===== config.mk =====
export PLATFORM = sky130hd
export DESIGN_NAME = qau_front
export DESIGN_NICKNAME = d
export VERILOG_FILES = /design/src/sv/qau_pkg.sv /design/src/sv/qau_front.sv
export SDC_FILE = /design/constraint.sdc
export NUM_CORES = 1
export LEC_CHECK = 0
export ABC_AREA = 0
export CORE_AREA = 2 2 204 206
export DETAILED_ROUTE_END_ITERATION = 12
export DIE_AREA = 0 0 206 208
export DONT_BUFFER_PORTS = 1
export SLEW_MARGIN = 30
export SYNTH_ARGS = -nofsm -noshare
export SYNTH_HDL_FRONTEND = slang
export SYNTH_SLANG_ARGS = --single-unit

===== constraint.sdc =====
create_clock -name clk -period 32.6 [get_ports clk]
set_input_delay 1.63 -clock clk [delete_from_list [all_inputs] [get_ports clk]]
set_output_delay 1.63 -clock clk [all_outputs]
set_load 0.02 [all_outputs]

===== src/sv/qau_pkg.sv =====
// Quaternion arithmetic unit package: widths, transaction types, op decode
// codes, Hamilton term table and the rounding/saturation helpers.
// No dependencies.
`timescale 1ns / 1ps

package qau_pkg;

	localparam int CW    = 32;            // component width
	localparam int FB    = 16;            // fraction bits
	localparam int PW    = 2 * CW;        // one product
	localparam int ACC_W = 2 * CW + 2;    // sum of four products, with headroom
	localparam int SQ_W  = 2 * CW + 1;    // sum of four squares, unsigned
	localparam int QD    = 2;             // depth of the front queue

	localparam logic [2:0] KIND_MUL  = 3'd0;
	localparam logic [2:0] KIND_ADD  = 3'd1;
	localparam logic [2:0] KIND_SUB  = 3'd2;
	localparam logic [2:0] KIND_NEG  = 3'd3;
	localparam logic [2:0] KIND_CONJ = 3'd4;
	localparam logic [2:0] KIND_ROT  = 3'd5;
	localparam logic [2:0] KIND_NSQ  = 3'd6;
	localparam logic [2:0] KIND_NORM = 3'd7;

	// Term t of component c is p[t] * q[t ^ c]; bit c*4+t set means subtract.
	localparam logic [15:0] TERM_NEG = 16'b0100_0010_1000_1110;

	typedef logic [CW-1:0] comp_t;
	typedef comp_t [3:0] quat_t;          // index 0 is w, then x, y, z

	typedef struct packed {
		logic [2:0] kind;
		comp_t a_w;
		comp_t a_x;
		comp_t a_y;
		comp_t a_z;
		comp_t b_w;
		comp_t b_x;
		comp_t b_y;
		comp_t b_z;
	} in_t;

	typedef struct packed {
		comp_t r_w;
		comp_t r_x;
		comp_t r_y;
		comp_t r_z;
		logic  overflow;
	} out_t;

	typedef struct packed {
		logic mul;
		logic add;
		logic sub;
		logic neg;
		logic conj;
		logic rot;
		logic nsq;
		logic norm;
	} op_t;

	typedef struct packed {
		op_t   op;
		quat_t a;
		quat_t b;
	} item_t;

	localparam comp_t COMP_MAX = {1'b0, {(CW-1){1'b1}}};
	localparam comp_t COMP_MIN = {1'b1, {(CW-1){1'b0}}};

	// Saturate a wide signed value: returns {overflow, component}.
	function automatic logic [CW:0] sat_acc(input logic signed [ACC_W-1:0] v);
		logic [ACC_W-CW:0] top;
		logic [CW:0] r;
		top = v[ACC_W-1:CW-1];
		if (top == '0 || top == '1)
			r = {1'b0, v[CW-1:0]};
		else if (v[ACC_W-1])
			r = {1'b1, COMP_MIN};
		else
			r = {1'b1, COMP_MAX};
		return r;
	endfunction

	// Round half up to FB fraction bits, then saturate.
	function automatic logic [CW:0] round_sat(input logic signed [ACC_W-1:0] v);
		logic signed [ACC_W-1:0] t;
		t = v + (ACC_W'(1) <<< (FB - 1));
		t = t >>> FB;
		return sat_acc(t);
	endfunction

	// Saturate a sum of two components.
	function automatic logic [CW:0] sat_sum(input logic signed [CW:0] v);
		logic [CW:0] r;
		if (v[CW] == v[CW-1])
			r = {1'b0, v[CW-1:0]};
		else if (v[CW])
			r = {1'b1, COMP_MIN};
		else
			r = {1'b1, COMP_MAX};
		return r;
	endfunction

endpackage


===== src/sv/qau_front.sv =====
// Front end: takes operand transactions, decodes the operation code and holds
// them in a short queue for the back end. Depends on qau_pkg.
`timescale 1ns / 1ps

module qau_front (
	input  logic           clk,
	input  logic           arst_n,
	input  logic           push,
	output logic           full,
	input  qau_pkg::in_t   operand,
	output logic           head_valid,
	output qau_pkg::item_t head,
	input  logic           take
);

	localparam int PTR_W = $clog2(qau_pkg::QD);

	qau_pkg::item_t          queue_q [qau_pkg::QD];
	logic [PTR_W-1:0]        wr_ptr_q;
	logic [PTR_W-1:0]        rd_ptr_q;
	logic [PTR_W:0]          count_q;
	qau_pkg::item_t          item;
	logic                    do_push;
	logic                    do_pop;

	always_comb begin
		item.op = '0;
		unique case (operand.kind)
			qau_pkg::KIND_MUL:  item.op.mul  = 1'b1;
			qau_pkg::KIND_ADD:  item.op.add  = 1'b1;
			qau_pkg::KIND_SUB:  item.op.sub  = 1'b1;
			qau_pkg::KIND_NEG:  item.op.neg  = 1'b1;
			qau_pkg::KIND_CONJ: item.op.conj = 1'b1;
			qau_pkg::KIND_ROT:  item.op.rot  = 1'b1;
			qau_pkg::KIND_NSQ:  item.op.nsq  = 1'b1;
			qau_pkg::KIND_NORM: item.op.norm = 1'b1;
			default:            item.op      = '0;
		endcase
		item.a = {operand.a_z, operand.a_y, operand.a_x, operand.a_w};
		item.b = {operand.b_z, operand.b_y, operand.b_x, operand.b_w};
	end

	assign full       = (count_q == (PTR_W+1)'(qau_pkg::QD));
	assign head_valid = (count_q != '0);
	assign head       = queue_q[rd_ptr_q];
	assign do_push    = push && !full;
	assign do_pop     = take && head_valid;

	always_ff @(posedge clk or negedge arst_n) begin
		if (!arst_n) begin
			wr_ptr_q <= '0;
			rd_ptr_q <= '0;
			count_q  <= '0;
		end else begin
			if (do_push) wr_ptr_q <= wr_ptr_q + 1'b1;
			if (do_pop)  rd_ptr_q <= rd_ptr_q + 1'b1;
			if (do_push && !do_pop)
				count_q <= count_q + 1'b1;
			else if (do_pop && !do_push)
				count_q <= count_q - 1'b1;
		end
	end

	always_ff @(posedge clk) begin
		if (do_push) queue_q[wr_ptr_q] <= item;
	end

endmodule


==> results.toml <==
[floorplanning]
core_mm2 = 0.04055
rows = 74
io_pins = 529
die_w_um = 206
start_util = 0.4785
die-height_um = 208
dieArea_mm2 = 0.04285

[route]
wl_per_cell_um = 27.59
vias_per_cell = 5.489
first_iter_violations = 469
firstDrtPassIters = 6
vias = 7997
ant_nets = 0
routed_wl_mm = 40.20
drc = 0

[clocking]
ctsHtreeMaxLevel = 2
clk_pin_slew_ns = 0.06
numCtsBuffers = 52
cts.sinks = 532
clock_tree.root_cell = "clkbuf_16"
cts_buffer_depth = 3
cts_setup_buffers = 0
ctsHoldBuffers = 0
cts_resized = 0
insertion_delay_ns = 0.57
cts_tree = "built"

[outcome]
outcome = "finished, final reports clean"

[yosys]
ys_seq_area_frac = 0.8222
post_synth.cell_area_avg_um2 = 22.86
syn_nets = 1113
synth-seq-cells = 532
postSynthCellCount = 849
syn_area_mm2 = 0.01940
synthDistinctLibCells = 17
ys_warn_count = 0

[grt]
gr-total-overflow = 0
grt_pass1_wl_mm = 55.23
grt_pass1_vias = 8567
grt_max_degree = 145
track_usage = 0.1788
antenna_found_initial = 1

[power]
p_int_mw = 1.444
power_frac_seq = 0.462
power_density_mw_per_mm2 = 100.0
clkPwrFrac = 0.261
p_leak_nw = 6.925
p_switching_uw = 704.9
p_comb_frac = 0.277
swShare = 0.3281
peakVddDrop_uv = 59.37

[worst_setup_path]
crit_slowest_cell = "dfrtp_4"
critPathMaxFanout = 86
required_ns = 30.97
worst-path-buf-inv = 2
critPathTopFamily = "buffers and inverters"
critPathCaptureType = "output pin"
crit_type = "reg -> out"
arrival_ns = 3.49
path_cells = "buf_4 -> buf_6 -> mux2_2"
slowest_delay_ns = 0.99
startpoint_type = "register"

[timing]
period_minus_slack_ns = 5.124
skew_ns = 0.01493
finalHoldViolCount = 0
rsz0062_at_grt = "no"
fin_crit_sh = 0.1572
slew_headroom = 0.3118
fmax_mhz = 195.2
setup-violations-final = 0
worstMarginPinSlew_ns = 1.032
tns_ns = 0
drv_slew = 0

[placement]
routabilityCongestion = 0.8068
dpl.hpwl_mm = 27.56
io_buffers = 0

[layout]
final_util = 0.5297
fill_cells = 3152
fin_nets = 1147
drive_gt1_frac = 0.3738
area_growth_pct = 10.71

[run]
cap_violations = 0

[hold_path]
holdCritPathClass = "reg -> reg"
registers in the layout (all words and copies together), names as in the netlist:
name and cells:
count_q 2, queue_q 528, rd_ptr_q 1, wr_ptr_q 1
final cells by class:
type | instances | area, µm² | share of cell area
antenna | 2 | 5.005 | 0.0002330
tap | 532 | 665.6 | 0.03098
timing repair buffer | 9 | 112.6 | 0.005242
clock buffer | 63 | 1364 | 0.06348
clock inverter | 31 | 235.2 | 0.01095
sequential | 532 | 15960 | 0.7429
inverter | 2 | 7.507 | 0.0003494
multi-input combinational | 286 | 3134 | 0.1459
power groups by stage:
stage	registers (mW)	logic, mW	clock network [mW]
6_report	0.993	0.595	0.561
5_1_grt	1.00	0.627	0.599
4_1_cts	0.994	0.607	0.575
3_5_place_dp	1.01	0.605	0
3_3_place_gp	1.01	0.601	0
2_1_floorplan	1.03	0.539	0
path summary, 6_finish.rpt:
kind	start	end	slack (ns)	cells after the start
min in group asynchronous	arst_n	count_q[0]$_DFFE_PN0P_	0.75	0
min reg2reg	count_q[1]$_DFFE_PN0P_	count_q[1]$_DFFE_PN0P_	0.50	1
max reg2reg	count_q[0]$_DFFE_PN0P_	queue_q[1][155]$_DFFE_PP_	29.40	5
min	count_q[1]$_DFFE_PN0P_	count_q[1]$_DFFE_PN0P_	0.50	1
max in group asynchronous	arst_n	rd_ptr_q$_DFFE_PN0P_	31.77	0
max	rd_ptr_q$_DFFE_PN0P_	head[141]	27.48	3
stage by stage:
stage               power [mW]  cells  hold slack [ns]  worst slack (ns)  area [µm²]
finish                   2.149   1457           0.4998             27.48       21480
global route             2.231   1455           0.5136             27.26       21480
CTS                      2.176   1455           0.4994             27.15       21470
detailed placement       1.611   1361           0.4828             27.79       19880
global placement         1.608   1360           0.4782             27.83       19850
floorplan                1.571    849           0.4559             19.05       19400
routing by layer:
metal | track usage | vias to the layer above | wire length, µm
li1 | - | 3458 | -
met1 | 0.1830 | 3998 | 13370
met2 | 0.2958 | 454 | 19610
met3 | 0.1010 | 87 | 5748
met4 | 0.08103 | 0 | 1459
met5 | 0 | - | 0
layout by cell type (no fill, tap or decap):
cell	n
and3_1	1
and3_4	1
and3b_1	2
buf_12	3
buf_4	4
buf_6	2
bufinv_16	4
clkbuf_1	10
clkbuf_16	53
clkinv_1	16
clkinv_2	11
dfrtp_1	3
dfrtp_4	1
diode_2	2
edfxtp_1	528
ha_1	1
inv_1	2
mux2_2	264
nand2_1	3
nand2b_1	1
nor2_1	2
nor2_4	1
nor3_1	1
nor3b_1	3
or2_2	1
xnor2_1	3
xor2_1	2
Yosys cell counts:
library cell / instances / area (µm²)
and3_1: 2 / 12.51
and3b_1: 2 / 17.52
buf_2: 1 / 5.000
buf_6: 28 / 315.3
dfrtp_1: 4 / 100.1
edfxtp_1: 528 / 15860
ha_1: 1 / 12.51
inv_1: 2 / 7.510
mux2_2: 264 / 2973
nand2_1: 3 / 11.26
nand2b_1: 1 / 6.260
nor2_1: 3 / 11.26
nor3_1: 1 / 5.000
nor3b_1: 3 / 22.52
or2_2: 1 / 6.260
xnor2_1: 3 / 26.28
xor2_1: 2 / 17.52
logic make-up (layout without fill, tap and decap cells):
kind of cell | after synthesis | in the layout | synth area share
flip-flops | 532 | 532 | 0.8222
multiplexers | 264 | 264 | 0.1532
buffers and inverters | 31 | 105 | 0.01689
AND/OR/NAND/NOR | 16 | 16 | 0.004771
XOR/XNOR | 5 | 5 | 0.002257
adder cells (fa/ha/maj) | 1 | 1 | 0.0006447
other | 0 | 2 | 0
Power figures use the tool's default switching activity.
